===== src/rtl/core/mexp_pkg.sv =====
// Shared constant for the modular exponentiation unit.
`timescale 1ns / 1ps

package mexp_pkg;

   localparam logic [31:0] MODULUS_RESET = 32'd1000000007;

endpackage : mexp_pkg


===== src/rtl/core/mexp_if.sv =====
// Request and response stream interfaces of the modular exponentiation unit.
`timescale 1ns / 1ps

interface mexp_req_if #(
   parameter int WIDTH = 31
);
   logic             valid;
   logic             ready;
   logic [WIDTH-1:0] base;
   logic [WIDTH-1:0] exponent;

   modport source (output valid, output base, output exponent, input ready);
   modport sink   (input valid, input base, input exponent, output ready);
endinterface : mexp_req_if

interface mexp_rsp_if #(
   parameter int WIDTH = 31
);
   logic             valid;
   logic             ready;
   logic [WIDTH-1:0] power;

   modport source (output valid, output power, input ready);
   modport sink   (input valid, input power, output ready);
endinterface : mexp_rsp_if


===== src/rtl/core/modular_exponentiation_unit.sv =====
// Modular exponentiation by right-to-left square-and-multiply on a bit-serial modular multiplier.
//
//   channel  direction  beat contents
//   req_if   in         base, exponent
//   rsp_if   out        power = base ** exponent mod modulus
//   csr      in         modulus (write only)
//
// One beat at a time: the base is first reduced, then each exponent bit up to the highest set
// one takes a square, preceded by a multiply into the accumulator when the bit is set.
// The shared multiplier retires one multiplier bit per cycle.
// Reset is synchronous; modulus returns to 1000000007.
// A finished result waits in the output register while the next beat is taken.
`timescale 1ns / 1ps

module modular_exponentiation_unit
   import mexp_pkg::*;
#(
   parameter int OPERAND_WIDTH = 31
) (
   input  logic                     clock,
   input  logic                     reset,
   mexp_req_if.sink                 req_if,
   mexp_rsp_if.source               rsp_if,
   input  logic                     csr_write_en,
   input  logic [OPERAND_WIDTH-1:0] csr_write_data
);

   localparam int W  = OPERAND_WIDTH;
   localparam int CW = $clog2(W + 1);
   localparam logic [W-1:0]  ONE     = {{(W-1){1'b0}}, 1'b1};
   localparam logic [CW-1:0] CNT_ONE = {{(CW-1){1'b0}}, 1'b1};
   localparam logic [CW-1:0] CNT_W   = CW'(W);

   typedef enum logic [2:0] {
      ST_IDLE,
      ST_REDUCE,
      ST_MUL_ACC,
      ST_MUL_SQ,
      ST_FINISH
   } state_type;

   state_type     state_ff, state_in;
   logic [W-1:0]  modulus_ff, modulus_in;
   logic [W-1:0]  mul_a_ff, mul_a_in;
   logic [W-1:0]  mul_b_ff, mul_b_in;
   logic [W-1:0]  r_ff, r_in;
   logic [CW-1:0] cnt_ff, cnt_in;
   logic [W-1:0]  acc_ff, acc_in;
   logic [W-1:0]  sq_ff, sq_in;
   logic [W-1:0]  exp_ff, exp_in;
   logic [W-1:0]  power_ff, power_in;
   logic          rsp_valid_ff, rsp_valid_in;

   logic [W-1:0]  one_mod;
   logic [W-1:0]  addend;
   logic [W+1:0]  sum;
   logic [W+1:0]  mod1;
   logic [W+1:0]  mod2;
   logic [W+1:0]  reduced;
   logic [W-1:0]  r_step;
   logic          mul_last;

   assign one_mod  = (modulus_ff == ONE) ? '0 : ONE;
   assign addend   = mul_b_ff[W-1] ? mul_a_ff : '0;
   assign sum      = {1'b0, r_ff, 1'b0} + {2'b00, addend};
   assign mod1     = {2'b00, modulus_ff};
   assign mod2     = {1'b0, modulus_ff, 1'b0};
   assign mul_last = (cnt_ff == CNT_ONE);

   always_comb begin
      if (sum >= mod2) begin
         reduced = sum - mod2;
      end else if (sum >= mod1) begin
         reduced = sum - mod1;
      end else begin
         reduced = sum;
      end
   end

   assign r_step = reduced[W-1:0];

   assign req_if.ready = (state_ff == ST_IDLE);
   assign rsp_if.valid = rsp_valid_ff;
   assign rsp_if.power = power_ff;

   always_comb begin
      logic         dispatch;
      logic [W-1:0] d_exp;
      logic [W-1:0] d_sq;
      logic [W-1:0] d_acc;

      dispatch     = 1'b0;
      d_exp        = exp_ff;
      d_sq         = sq_ff;
      d_acc        = acc_ff;
      state_in     = state_ff;
      modulus_in   = csr_write_en ? csr_write_data : modulus_ff;
      mul_a_in     = mul_a_ff;
      mul_b_in     = {mul_b_ff[W-2:0], 1'b0};
      r_in         = r_step;
      cnt_in       = cnt_ff - CNT_ONE;
      acc_in       = acc_ff;
      sq_in        = sq_ff;
      exp_in       = exp_ff;
      power_in     = power_ff;
      rsp_valid_in = rsp_valid_ff && !rsp_if.ready;

      case (state_ff)
         ST_IDLE: begin
            mul_b_in = mul_b_ff;
            r_in     = r_ff;
            cnt_in   = cnt_ff;
            if (req_if.valid) begin
               exp_in   = req_if.exponent;
               acc_in   = one_mod;
               mul_a_in = one_mod;
               mul_b_in = req_if.base;
               r_in     = '0;
               cnt_in   = CNT_W;
               if (modulus_ff == '0) begin
                  acc_in   = '0;
                  state_in = ST_FINISH;
               end else begin
                  state_in = ST_REDUCE;
               end
            end
         end
         ST_REDUCE: begin
            if (mul_last) begin
               sq_in    = r_step;
               dispatch = 1'b1;
               d_exp    = exp_ff;
               d_sq     = r_step;
               d_acc    = acc_ff;
            end
         end
         ST_MUL_ACC: begin
            if (mul_last) begin
               acc_in   = r_step;
               mul_a_in = sq_ff;
               mul_b_in = sq_ff;
               r_in     = '0;
               cnt_in   = CNT_W;
               state_in = ST_MUL_SQ;
            end
         end
         ST_MUL_SQ: begin
            if (mul_last) begin
               sq_in    = r_step;
               exp_in   = exp_ff >> 1;
               dispatch = 1'b1;
               d_exp    = exp_ff >> 1;
               d_sq     = r_step;
               d_acc    = acc_ff;
            end
         end
         ST_FINISH: begin
            mul_b_in = mul_b_ff;
            r_in     = r_ff;
            cnt_in   = cnt_ff;
            if (!rsp_valid_ff || rsp_if.ready) begin
               power_in     = acc_ff;
               rsp_valid_in = 1'b1;
               state_in     = ST_IDLE;
            end
         end
         default: begin
            state_in = ST_IDLE;
         end
      endcase

      if (dispatch) begin
         r_in   = '0;
         cnt_in = CNT_W;
         if (d_exp == '0) begin
            state_in = ST_FINISH;
         end else if (d_exp[0]) begin
            mul_a_in = d_sq;
            mul_b_in = d_acc;
            state_in = ST_MUL_ACC;
         end else begin
            mul_a_in = d_sq;
            mul_b_in = d_sq;
            state_in = ST_MUL_SQ;
         end
      end
   end

   always_ff @(posedge clock) begin
      if (reset) begin
         state_ff     <= ST_IDLE;
         rsp_valid_ff <= 1'b0;
         modulus_ff   <= MODULUS_RESET[W-1:0];
         cnt_ff       <= '0;
      end else begin
         state_ff     <= state_in;
         rsp_valid_ff <= rsp_valid_in;
         modulus_ff   <= modulus_in;
         cnt_ff       <= cnt_in;
      end
      mul_a_ff <= mul_a_in;
      mul_b_ff <= mul_b_in;
      r_ff     <= r_in;
      acc_ff   <= acc_in;
      sq_ff    <= sq_in;
      exp_ff   <= exp_in;
      power_ff <= power_in;
   end

`ifndef ASSERT_OFF
   logic mul_busy;
   assign mul_busy = (state_ff == ST_REDUCE) || (state_ff == ST_MUL_ACC) ||
                     (state_ff == ST_MUL_SQ);

   a_accept_leaves_idle: assert property (@(posedge clock) disable iff (reset)
      req_if.valid && req_if.ready |=> state_ff != ST_IDLE)
      else $error("accepted beat did not start work");

   a_partial_reduced: assert property (@(posedge clock) disable iff (reset)
      mul_busy |-> r_ff < modulus_ff)
      else $error("partial product not reduced");

   a_multiplicand_reduced: assert property (@(posedge clock) disable iff (reset)
      mul_busy |-> mul_a_ff < modulus_ff)
      else $error("multiplicand not reduced");

   a_cnt_live: assert property (@(posedge clock) disable iff (reset)
      mul_busy |-> cnt_ff != '0)
      else $error("multiplier count ran out");

   a_acc_reduced: assert property (@(posedge clock) disable iff (reset)
      mul_busy |-> acc_ff < modulus_ff)
      else $error("accumulator not reduced");
`endif

endmodule : modular_exponentiation_unit


===== src/flat_wrapper.sv =====
// flat-port wrapper written by rule: the top's interface ports become plain ports
module modular_exponentiation_unit_flat import mexp_pkg::*;
#(
   parameter int OPERAND_WIDTH = 31
)
  (clock, reset, csr_write_en, csr_write_data, req_if_valid, req_if_base, req_if_exponent, req_if_ready, rsp_if_valid, rsp_if_power, rsp_if_ready);
  mexp_req_if #(.WIDTH((31))) req_if_i ();
  mexp_rsp_if #(.WIDTH((31))) rsp_if_i ();
  input  logic clock;
  input  logic reset;
  input  logic csr_write_en;
  input  logic [OPERAND_WIDTH-1:0] csr_write_data;
  input wire logic [$bits(req_if_i.valid)-1:0] req_if_valid;
  input wire logic [$bits(req_if_i.base)-1:0] req_if_base;
  input wire logic [$bits(req_if_i.exponent)-1:0] req_if_exponent;
  output wire logic [$bits(req_if_i.ready)-1:0] req_if_ready;
  output wire logic [$bits(rsp_if_i.valid)-1:0] rsp_if_valid;
  output wire logic [$bits(rsp_if_i.power)-1:0] rsp_if_power;
  input wire logic [$bits(rsp_if_i.ready)-1:0] rsp_if_ready;
  assign req_if_i.valid = req_if_valid;
  assign req_if_i.base = req_if_base;
  assign req_if_i.exponent = req_if_exponent;
  assign req_if_ready = req_if_i.ready;
  assign rsp_if_valid = rsp_if_i.valid;
  assign rsp_if_power = rsp_if_i.power;
  assign rsp_if_i.ready = rsp_if_ready;
  modular_exponentiation_unit #(.OPERAND_WIDTH(OPERAND_WIDTH)) u_core (.clock(clock), .reset(reset), .req_if(req_if_i), .rsp_if(rsp_if_i), .csr_write_en(csr_write_en), .csr_write_data(csr_write_data));
endmodule

===== config.mk =====
export PLATFORM = sky130hd
export DESIGN_NAME = modular_exponentiation_unit_flat
export DESIGN_NICKNAME = d
export VERILOG_FILES = /design/src/rtl/core/mexp_pkg.sv /design/src/rtl/core/mexp_if.sv /design/src/rtl/core/modular_exponentiation_unit.sv /design/src/flat_wrapper.sv
export SDC_FILE = /design/constraint.sdc
export NUM_CORES = 1
export LEC_CHECK = 0
export BUFFER_PORTS_ARGS = -buffer_cell sky130_fd_sc_hd__buf_2
export CAP_MARGIN = 20
export CORE_MARGIN = 2
export CORE_UTILIZATION = 35
export DETAILED_ROUTE_END_ITERATION = 12
export PLACE_DENSITY = 0.59
export SLEW_MARGIN = 20
export SYNTH_ARGS = -nofsm -noshare
export SYNTH_HDL_FRONTEND = slang
export SYNTH_SLANG_ARGS = --single-unit

===== constraint.sdc =====
create_clock -name clock -period 13.4 [get_ports clock]
set_input_delay 2.01 -clock clock [delete_from_list [all_inputs] [get_ports clock]]
set_output_delay 2.01 -clock clock [all_outputs]
set_load 0.02 [all_outputs]

==> results by group, run 1 <==
Place
  • Port-buffer cells: between 100 and 150
  • Cell Area, Placed: approximately 0.017 mm2
  • Routability Congestion: between 0.8 and 0.9
  • Cell count after placement: around 2,500
  • Hpwl dp: about 40,000 um

Yosys
  • Top-area cell type share of the netlist area: 0.2062
  • Post-synthesis adder-cell area fraction: 0.07763
  • Synth area leaders: dfxtp_1 21%, edfxtp_1 18%, ha_1 7.4%
  • FF+latch count, synth: between 200 and 300
  • Post-synthesis xor/xnor area fraction: 0.04180
  • EDFF count, synth: 93
  • Synth Area in Simple Gates: 0.1589
  • Most used DFF post-synth: dfxtp_1
  • Yosys top cell by area: dfxtp_1
  • Mux contribution to synthesized area: 0.06341
  • Most common cell in the netlist: nand2_1
  • Post-synthesis compound-gate area fraction: 0.2390
  • Post-synthesis area per instance: between 8 and 9 um2
  • Largest family of logic cells by synthesized area: compound AO/OA/AOI/OAI gates
  • Syn Nets: 1,998
  • Post-Syn Area: between 0.015 and 0.02 mm2
  • Cells after synthesis: between 1,500 and 2,000
  • Async S/R FF share, synth: 0
  • Register area share after synthesis: 0.3816
  • Commonest cells post-synth: 212 x nand2_1, 164 x dfxtp_1, 147 x a21oi_1
  • Synth cell types: 81
  • Ys Warns: 0

Clocking
  • CTS Buffer Depth: 3
  • H-Tree Depth: 1
  • Post-CTS Setup Bufs: 0
  • Post-CTS Resized: 0
  • CTS buffer count: 30
  • CTS tree: yes
  • Reg clk slew, reported paths: ~0.070 ns
  • Worst skew pair latency: roughly 0.6 ns
  • CTS sink cnt: around 260
  • CTS root buf: clkbuf_16
  • Hold-fix buffers, CTS: 0

Drt
  • DR vias: roughly 15,000
  • Starting DRT DRC Count: 1,756
  • Final WL: between 50,000 and 60,000 um
  • Routed Antenna Nets: 0
  • Vias per cell: about 5.8
  • Routed wire per std cell: ~22 um
  • DRC: 0
  • Drt pass-1 iters: 7

Run
  • Max-Cap Viols: 0

Cells and area
  • N_diodes: 0
  • Nets: ~2,100
  • Design Area, Final: 0.01820 mm2
  • Area Overhead vs Synth: 14.30%
  • Non-filler cells, final: 2,520
  • Fillers: 4,490
  • Share of cells above drive strength 1: 0.1276

Floorplanning
  • Die area: around 0.047 mm2
  • Initial Util: 0.3524
  • # rows: 78
  • Core Region: between 0.04 and 0.05 mm2
  • Die height: between 200 and 250 um
  • Die width: 217.3 um
  • Io pins: between 100 and 150

Setup path
  • CP Depth: 22
  • Critical-path cell list: and2_1, ha_1, fa_1, a21oi_1, o211ai_1, or4b_1, a21o_1, a21oi_1, nor2_1, xnor2_1, ha_1, a2111oi_0, o21ai_1, a22oi_1, nor2b_1, o311ai_1, a31oi_1, a211oi_4, buf_4, mux2_2, o21ai_0, nor2_1
  • Worst Reg-to-Reg Cells: 22
  • Worst-path fanout max: 35
  • Worst setup EP type: register
  • Cell family with most CP delay: compound AO/OA/AOI/OAI gates
  • Kind of critical path: register to register
  • CP max stage delay: 1.09 ns
  • Arr. time, crit path: around 7.7 ns
  • WP data required: about 14 ns
  • CP max-delay cell: dfxtp_1
  • CP Launch Type: register
  • Worst Path Buf+Inv: 1

Timing
  • Final Hold Viols: 0
  • Worst-Margin Slew: 1.164 ns
  • Setup tns final: 0 ns
  • Fin Clk Skew: approximately 0.017 ns
  • FMAX: between 100 and 150 MHz
  • Unrepaired setup endpoints after global routing: no
  • Final Cycle Share: 0.5525
  • Endpoints failing setup: 0
  • Max Slew Vio Count: 0
  • Crit path time final: about 7.4 ns
  • Worst slew margin: 0.2226

Pwr
  • Worst vdd ir: 0.0001001 V
  • Tot Pwr: a little over 4 mW
  • Lkg Pwr: 7.502 nW
  • Power density cells: 225.2 mW/mm2

Global route
  • Largest net degree at the start of global routing: 80
  • Initial antenna violation count: 1
  • GRT overflow: 0
  • All-layer global routing usage: 0.2234
  • Vias in the first global route: approximately 14,000
  • First-pass GRT wire length: roughly 82,000 um

Run status
  • Status: complete, no violations

Min path
  • Hold Path Class: register to register
  • Hold Path Stages: 0
[flip-flops by register name (all words and copies together), names as in the netlist]
signal,count
u_core.rsp_if.power,31
u_core.exp_ff,31
u_core.cnt_ff,5
u_core.rsp_if.valid,1
u_core.mul_b_ff,31
u_core.acc_ff,31
u_core.mul_a_ff,31
u_core.state_ff,3
u_core.r_ff,31
u_core.sq_ff,31
u_core.modulus_ff,31
[power breakdown]
| group | internal (mW) | switching [mW] | total, mW |
|---|---|---|---|
| sequential | 1.02 | 0.157 | 1.18 |
| combinational | 0.754 | 1.32 | 2.08 |
| clock | 0.472 | 0.369 | 0.841 |
[worst register-to-register path, delay by kind of cell, from the launching register on]
family	cells	cell delay, ns
AND/OR/NAND/NOR	5	1.04
buffers and inverters	1	0.48
adder cells (fa/ha/maj)	3	0.83
multiplexers	1	0.44
AO/OA/AOI/OAI	11	2.89
XOR/XNOR	1	0.34
flip-flops	1	1.09
[through the flow]
| stage | hold slack (ns) | setup slack (ns) | util |
|---|---|---|---|
| 3_3_place_gp | 0.4273 | 6.313 | 0.3803 |
| 5_1_grt | 0.4624 | 5.506 | 0.4028 |
| 4_1_cts | 0.4444 | 6.189 | 0.4028 |
| 3_5_place_dp | 0.4271 | 6.188 | 0.3803 |
| 6_report | 0.4422 | 5.996 | 0.4028 |
| 2_1_floorplan | 0.4174 | 7.847 | - |
[final timing paths]
kind	end	slack (ns)	startpoint
worst max-delay path	u_core.acc_ff[17]	6.00	u_core.mul_b_ff[30]
worst min-delay path	u_core.rsp_if.power[14]	0.44	u_core.acc_ff[14]
worst max register to register	u_core.acc_ff[17]	6.00	u_core.mul_b_ff[30]
worst min register to register	u_core.rsp_if.power[14]	0.44	u_core.acc_ff[14]
[routing by layer]
metal  GRT usage  wire length (um)  vias to the layer above
met5           0                 0                        -
met2      0.3422             23480                      644
met4     0.05502              1327                        0
met1      0.3252             25240                     6934
li1            -                 -                     6915
met3     0.03760              4401                       64
[cells in the final DEF, fill, tap and decap left out, types with 8 or more instances in the layout]
| cell type | n |
|---|---|
| dfxtp_1 | 164 |
| ha_1 | 94 |
| nor2_1 | 129 |
| a221oi_1 | 48 |
| o21ai_1 | 13 |
| clkbuf_16 | 32 |
| xnor2_1 | 51 |
| o31ai_1 | 9 |
| inv_1 | 59 |
| nand2b_1 | 11 |
| and2_1 | 43 |
| nor4_1 | 17 |
| o21bai_1 | 9 |
| xor2_1 | 25 |
| a31oi_1 | 18 |
| o21a_1 | 15 |
| a21o_1 | 39 |
| mux2_1 | 11 |
| nand4_1 | 18 |
| mux2i_1 | 72 |
| a21oi_1 | 145 |
| nor3_1 | 30 |
| edfxtp_1 | 93 |
| a222oi_1 | 30 |
| buf_4 | 22 |
| o211ai_1 | 30 |
| and3_1 | 17 |
| nand2_1 | 211 |
| a211oi_1 | 13 |
| nand3_1 | 35 |
| buf_2 | 130 |
| a22o_1 | 8 |
| nor2b_1 | 9 |
| mux2_2 | 12 |
| o21ai_0 | 131 |
[area by class of cell]
type | count | area [um2] | area share
clock buffer | 36 | 835.8 | 0.04592
clock inverter | 20 | 182.7 | 0.01004
inverter | 61 | 229.0 | 0.01258
multi-input combinational | 1394 | 9311 | 0.5116
sequential | 257 | 6076 | 0.3338
tap | 600 | 750.7 | 0.04125
timing repair buffer | 152 | 815.8 | 0.04482
[kinds of logic (layout without fill, tap and decap cells)]
group,after synthesis,in the layout
xor+xnor,76,76
simple gates,549,549
fa+ha+maj,97,97
buf+inv,152,269
compound gates,575,575
flops,257,257
mux,97,97
No activity file was read; power rests on OpenSTA's default activity.
==> run 2: changes to the inputs <==
Settings changed: PLACE_DENSITY 0.59 to 0.61.
Clock period 13.4 ns to 6.23 ns, I/O delays scaled along.
==> run 2 against run 1 <==
  * Clock power up 120%
  * Hold slack better by 0.016 ns
  * Wire length up 2.2%
  * Cell area up 3.0%
  * Via count up 2.0%
  * Critical path depth unchanged
  * Combinational power up 140%
  * Sequential cell count unchanged
  * Largest power group unchanged
==> results by group, run 2 (synthesized netlist as in run 1, its figures left out) <==
Run status
  • Status: complete, no violations

Floorplanning
  • # rows: 78 (unchanged)
  • Die width: 217.3 um (unchanged)
  • Io pins: 131 (unchanged)
  • Core Region: 0.04519 mm2 (unchanged)
  • Die height: 217.3 um (unchanged)
  • Initial Util: 0.3524 (unchanged)
  • Die area: 0.04722 mm2 (unchanged)

Global route
  • First-pass GRT wire length: 83,860 um (+2.0%)
  • All-layer global routing usage: 0.2277 (+0.004324)
  • Largest net degree at the start of global routing: 79 (-1.3%)
  • GRT overflow: 0 (unchanged)
  • Initial antenna violation count: 3 (+2)
  • Vias in the first global route: 14,270 (+4.7%)

Cells and area
  • Commonest non-fill, non-tap cell in the layout: nand2_1
  • Area Overhead vs Synth: 17.78%
  • Non-filler cells, final: 2,568 (+1.9%)
  • Share of cells above drive strength 1: 0.1565 (+0.02890)
  • Most used cells in the layout excluding fill and tap cells: 212 x nand2_1, 163 x dfxtp_1, 141 x a21oi_1
  • N_diodes: 0 (unchanged)
  • Design Area, Final: 0.01876 mm2 (+3.0%)
  • Nets: 2,140 (+2.3%)

Timing
  • FMAX: 170.1 MHz (+26%)
  • Worst-Margin Slew: 1.092 ns (-0.07230 ns)
  • Setup tns final: 0 ns (unchanged)
  • Final worst slack: 0.3521 ns (-5.644 ns)
  • Final Cycle Share: 0.9435 (+0.3910)
  • Crit path time final: 5.878 ns (-1.526 ns)
  • Final Hold Viols: 0 (unchanged)
  • Max Slew Vio Count: 0 (unchanged)
  • Unrepaired setup endpoints after global routing: no
  • Worst slew margin: 0.2702 (+0.04753)
  • Endpoints failing setup: 0 (unchanged)
  • Fin Clk Skew: 0.01780 ns (+0.0008765 ns)

Setup path
  • CP Launch Type: register
  • Worst-path fanout max: 18 (-49%)
  • Arr. time, crit path: 6.32 ns (-1.41 ns)
  • CP max stage delay: 0.54 ns (-0.55 ns)
  • RR Startpoint: u_core.mul_b_ff[30]
  • Kind of critical path: register to register
  • Worst Reg-to-Reg Cells: 22 (unchanged)
  • CP max-delay cell: or4b_1
  • WP data required: 6.68 ns (-7.05 ns)
  • Critical-path cell list: and2_1, ha_1, fa_1, a21oi_1, o211ai_1, or4b_1, a21o_1, a21oi_1, nor2_1, xnor2_2, ha_1, a21o_1, o32a_1, a22oi_1, nor2b_1, o311ai_2, a31oi_1, a211oi_4, buf_12, mux2_2, or2_2, a31o_2
  • Critical path launch point: u_core.mul_b_ff[30]
  • Worst setup EP type: register

Place
  • Port-buffer cells: 130 (unchanged)
  • Cell count after placement: 2,513 (+2.0%)
  • Routability Congestion: 0.9275 (+3.3%)
  • Hpwl dp: 40,860 um (+2.9%)
  • Cell Area, Placed: 0.01761 mm2 (+2.5%)
  • Placement Setup Slack: 0.1211 ns (-6.067 ns)

Clocking
  • CTS buffer count: 29 (-3.3%)
  • Hold-fix buffers, CTS: 0 (unchanged)
  • CTS root buf: clkbuf_16
  • Worst skew pair latency: 0.57 ns (-0.03 ns)
  • H-Tree Depth: 1 (unchanged)
  • CTS tree: yes
  • Reg clk slew, reported paths: 0.06 ns (about the same)
  • CTS sink cnt: 257 (unchanged)
  • CTS Buffer Depth: 3 (unchanged)
  • Post-CTS Setup Bufs: 0 (unchanged)

Drt
  • Routed Antenna Nets: 0 (unchanged)
  • Final WL: 55,620 um (+2.2%)
  • Vias per cell: 5.783 (+0.11%)
  • DR vias: 14,850 (+2.0%)
  • Routed wire per std cell: 21.66 um (+0.25%)
  • DRC: 0 (unchanged)
  • WL met1: 25,260 um (about the same)
  • Highest Signal Layer: met5
  • Met2 wire len: 24,080 um (+2.6%)
  • DR WL met3: 5037 um (+14%)
  • Drt pass-1 iters: 9 (+2)
  • Starting DRT DRC Count: 1,838 (+4.7%)

Pwr
  • Lkg Pwr: 7.787 nW (+3.8%)
  • Worst vdd ir: 0.0002300 V (+130%)
  • Power density cells: 500.1 mW/mm2 (+120%)

Run
  • Max-Cap Viols: 0 (unchanged)

Min path
  • Hold Path Stages: 2 (+2)
  • Hold Startpoint: u_core.sq_ff[2]
  • Hold Path Class: register to register
run 2: stage by stage:
step	hold slack, ns	power [mW]	utilization
final	0.4578	9.379	0.4151
after CTS	0.4602	9.101	0.4128
after floorplan	0.4174	5.573	-
after global placement	0.4402	7.170	0.3897
after global routing	0.4645	9.905	0.4151
after detailed placement	0.4461	7.236	0.3897
run 2: power breakdown:
part,internal (mW),switching (mW),total [mW]
registers,2.20,0.327,2.53
logic,1.97,3.03,5.00
clock network,1.11,0.736,1.85
total,5.29,4.09,9.38
run 2: area by class of cell:
class / instances / area (um2)
clock buffers: 44 / 927.1
fillers: 4459 / 26430
multi-input cells: 1394 / 9387
inverters: 61 / 229.0
repair buffers: 202 / 1271
flip-flops and latches: 257 / 6077
clock inverters: 10 / 113.9
well taps: 600 / 750.7
run 2: critical path, delay by kind of cell (launching register included):
kind | cells | cell delay, ns
buffers and inverters | 1 | 0.25
AOI/OAI and AO/OA | 11 | 2.66
and+or+nand+nor | 5 | 1.16
DFF | 1 | 0.39
adders and majority gates | 3 | 0.76
muxes | 1 | 0.37
xor gates and xnor gates | 1 | 0.15
run 2: repair_timing:
| item | 4_1_cts | 5_1_grt |
|---|---|---|
| setup endpoints to repair | 0 | 136 |
| resized for setup | 0 | 23 |
| hold endpoints to repair | 0 | 0 |
run 2: metal layers:
metal | up-vias | track usage
met5 | - | 0
met4 | 2 | 0.05799
met3 | 78 | 0.03913
met2 | 707 | 0.3510
met1 | 7050 | 0.3284
li1 | 7014 | -
run 2: worst paths after layout:
kind | endpoint | slack, ns
max reg2reg | u_core.mul_b_ff[30] | 0.35
min | u_core.sq_ff[2] | 0.46
min reg2reg | u_core.sq_ff[2] | 0.46
max | u_core.mul_b_ff[30] | 0.35
==> run 3: changes to the inputs <==
Settings changed: CORE_UTILIZATION 35 to 33, PLACE_DENSITY 0.61 to 0.59.
==> run 3 against run 2 <==
  * Critical endpoint is now u_core.acc_ff[14]
  * Setup slack better by 0.0061 ns
  * Clock-buffer cell count shrank 3
  * Critical path depth up 2
  * Critical path type unchanged
==> results by group, run 3 (synthesized netlist as in run 1, its figures left out) <==
Cells and area
  • N_diodes: 0 (unchanged)
  • Final core occ: 0.3928 (-0.02232)
  • Area Overhead vs Synth: 17.51%
  • Nets: 2,138 (-0.093%)
  • Most used cells in the layout excluding fill and tap cells: 210 x nand2_1, 164 x dfxtp_1, 142 x a21oi_1
  • Commonest non-fill, non-tap cell in the layout: nand2_1
  • Share of cells above drive strength 1: 0.1522 (-0.004341)

Drt
  • Drt pass-1 iters: 6 (-3)
  • Final WL: 56,130 um (+0.91%)
  • Vias per cell: 5.780 (about the same)
  • DRC: 0 (unchanged)
  • Starting DRT DRC Count: 1,500 (-18%)
  • Routed wire per std cell: 21.76 um (+0.44%)
  • Routed Antenna Nets: 0 (unchanged)
  • DR vias: 14,910 (+0.41%)

Timing
  • Max Slew Vio Count: 0 (unchanged)
  • Fin Clk Skew: 0.02401 ns (+0.006213 ns)
  • Crit path time final: 5.872 ns (-0.006118 ns)
  • Endpoints failing setup: 0 (unchanged)
  • FMAX: 170.3 MHz (+0.10%)
  • Final Cycle Share: 0.9425 (-0.0009820)
  • Setup tns final: 0 ns (unchanged)
  • Worst-Margin Slew: 0.9673 ns (-0.1249 ns)
  • Unrepaired setup endpoints after global routing: no
  • Worst slew margin: 0.3542 (+0.08404)
  • Final Hold Viols: 0 (unchanged)
  • Hold slack final: 0.4572 ns (-0.0005510 ns)

Setup path
  • Arr. time, crit path: 6.16 ns (-0.16 ns)
  • Worst setup EP type: register
  • WP data required: 6.52 ns (-0.16 ns)
  • Worst-path fanout max: 17 (-1)
  • CP Launch Type: register
  • Kind of critical path: register to register

Global route
  • All-layer global routing usage: 0.2182 (-0.009488)
  • Initial antenna violation count: 0 (-3)
  • First-pass GRT wire length: 84,790 um (+1.1%)
  • Vias in the first global route: 14,060 (-1.5%)
  • GRT overflow: 0 (unchanged)
  • Largest net degree at the start of global routing: 79 (unchanged)

Clocking
  • CTS tree: yes
  • H-Tree Depth: 1 (unchanged)
  • CTS Buffer Depth: 3 (unchanged)
  • Reg clk slew, reported paths: 0.06 ns (about the same)
  • CTS sink cnt: 257 (unchanged)
  • Worst skew pair latency: 0.59 ns (+0.02 ns)
  • Hold-fix buffers, CTS: 0 (unchanged)
  • CTS root buf: clkbuf_16
  • CTS buffer count: 29 (unchanged)

Place
  • Routability Congestion: 0.9226 (-0.53%)
  • Hpwl dp: 41,540 um (+1.6%)
  • Port-buffer cells: 130 (unchanged)

Floorplanning
  • Die width: 223.7 um (+2.9%)
  • Io pins: 131 (unchanged)
  • Initial Util: 0.3342 (-0.01819)
  • Die height: 223.7 um (+2.9%)
  • # rows: 80 (+2.6%)
  • Core Region: 0.04765 mm2 (+5.4%)
  • Die area: 0.05003 mm2 (+5.9%)

Pwr
  • Power density cells: 496.6 mW/mm2 (-0.68%)
  • Lkg Pwr: 7.771 nW (-0.20%)
  • Worst vdd ir: 0.0002525 V (+9.8%)

Run status
  • Status: complete, no violations

Min path
  • Hold Path Class: register to register

Run
  • Max-Cap Viols: 0 (unchanged)
## run 3: per-stage QoR
stage | power (mW) | instances | area (um2) | setup slack, ns
floorplan | 5.573 | 1803 | 15920 | 0.6766
global placement | 7.178 | 2525 | 17600 | 0.2903
detailed placement | 7.258 | 2525 | 17600 | 0.05324
CTS | 9.101 | 2578 | 18620 | 0.03424
global route | 9.839 | 2580 | 18710 | 0.01340
finish | 9.293 | 2580 | 18710 | 0.3582
## run 3: final cells by class
type	count	area (um2)
Clock buffer	41	853.3
Clock inverter	12	166.4
Fill cell	4765	28930
Inverter	61	229.0
Multi-Input combinational cell	1394	9371
Sequential cell	257	6076
Tap cell	615	769.5
Timing Repair Buffer	200	1247
## run 3: path summary, 6_finish.rpt
kind              cells past startpoint                      end           startpoint  slack [ns]
setup / recovery                     24        u_core.acc_ff[14]  u_core.mul_b_ff[30]        0.36
hold / removal                        0  u_core.rsp_if.power[14]    u_core.acc_ff[14]        0.46
setup reg to reg                     24        u_core.acc_ff[14]  u_core.mul_b_ff[30]        0.36
hold reg to reg                       0  u_core.rsp_if.power[14]    u_core.acc_ff[14]        0.46
## run 3: repair_timing
item	4_1_cts	5_1_grt
setup endpoints to repair	0	150
setup buffers	0	1
gates resized for setup	0	13
## run 3: routing by layer
metal	vias to the layer above	routed length, um	share of wire	global-route usage
li1	7018	-	-	-
met1	7103	26210	0.47	0.3189
met2	688	23870	0.43	0.3323
met3	103	4096	0.073	0.02977
met4	0	1957	0.035	0.06710
met5	-	0	0	0
## run 3: worst max-delay path, stage by stage, from the launching register on
cell,delay (ns)
dfxtp_1,0.44
and2_1,0.17
ha_1,0.20
fa_1,0.23
a21oi_1,0.11
o211ai_1,0.25
or4b_1,0.53
a21o_1,0.28
a21oi_1,0.22
nor2_1,0.10
xnor2_2,0.24
ha_1,0.32
a2111oi_2,0.34
o21ai_1,0.14
a22oi_1,0.19
nor2b_1,0.10
o311ai_2,0.30
a31oi_1,0.18
a211oi_4,0.24
buf_4,0.19
clkbuf_16,0.20
mux2i_1,0.21
buf_4,0.16
a21bo_2,0.17
nor2_1,0.05
## run 3: report_power, final
part           internal [mW]  switching, mW  leakage (nW)
Sequential              2.20          0.323          2.24
Combinational           1.96           2.98          5.04
Clock                   1.08          0.742         0.494
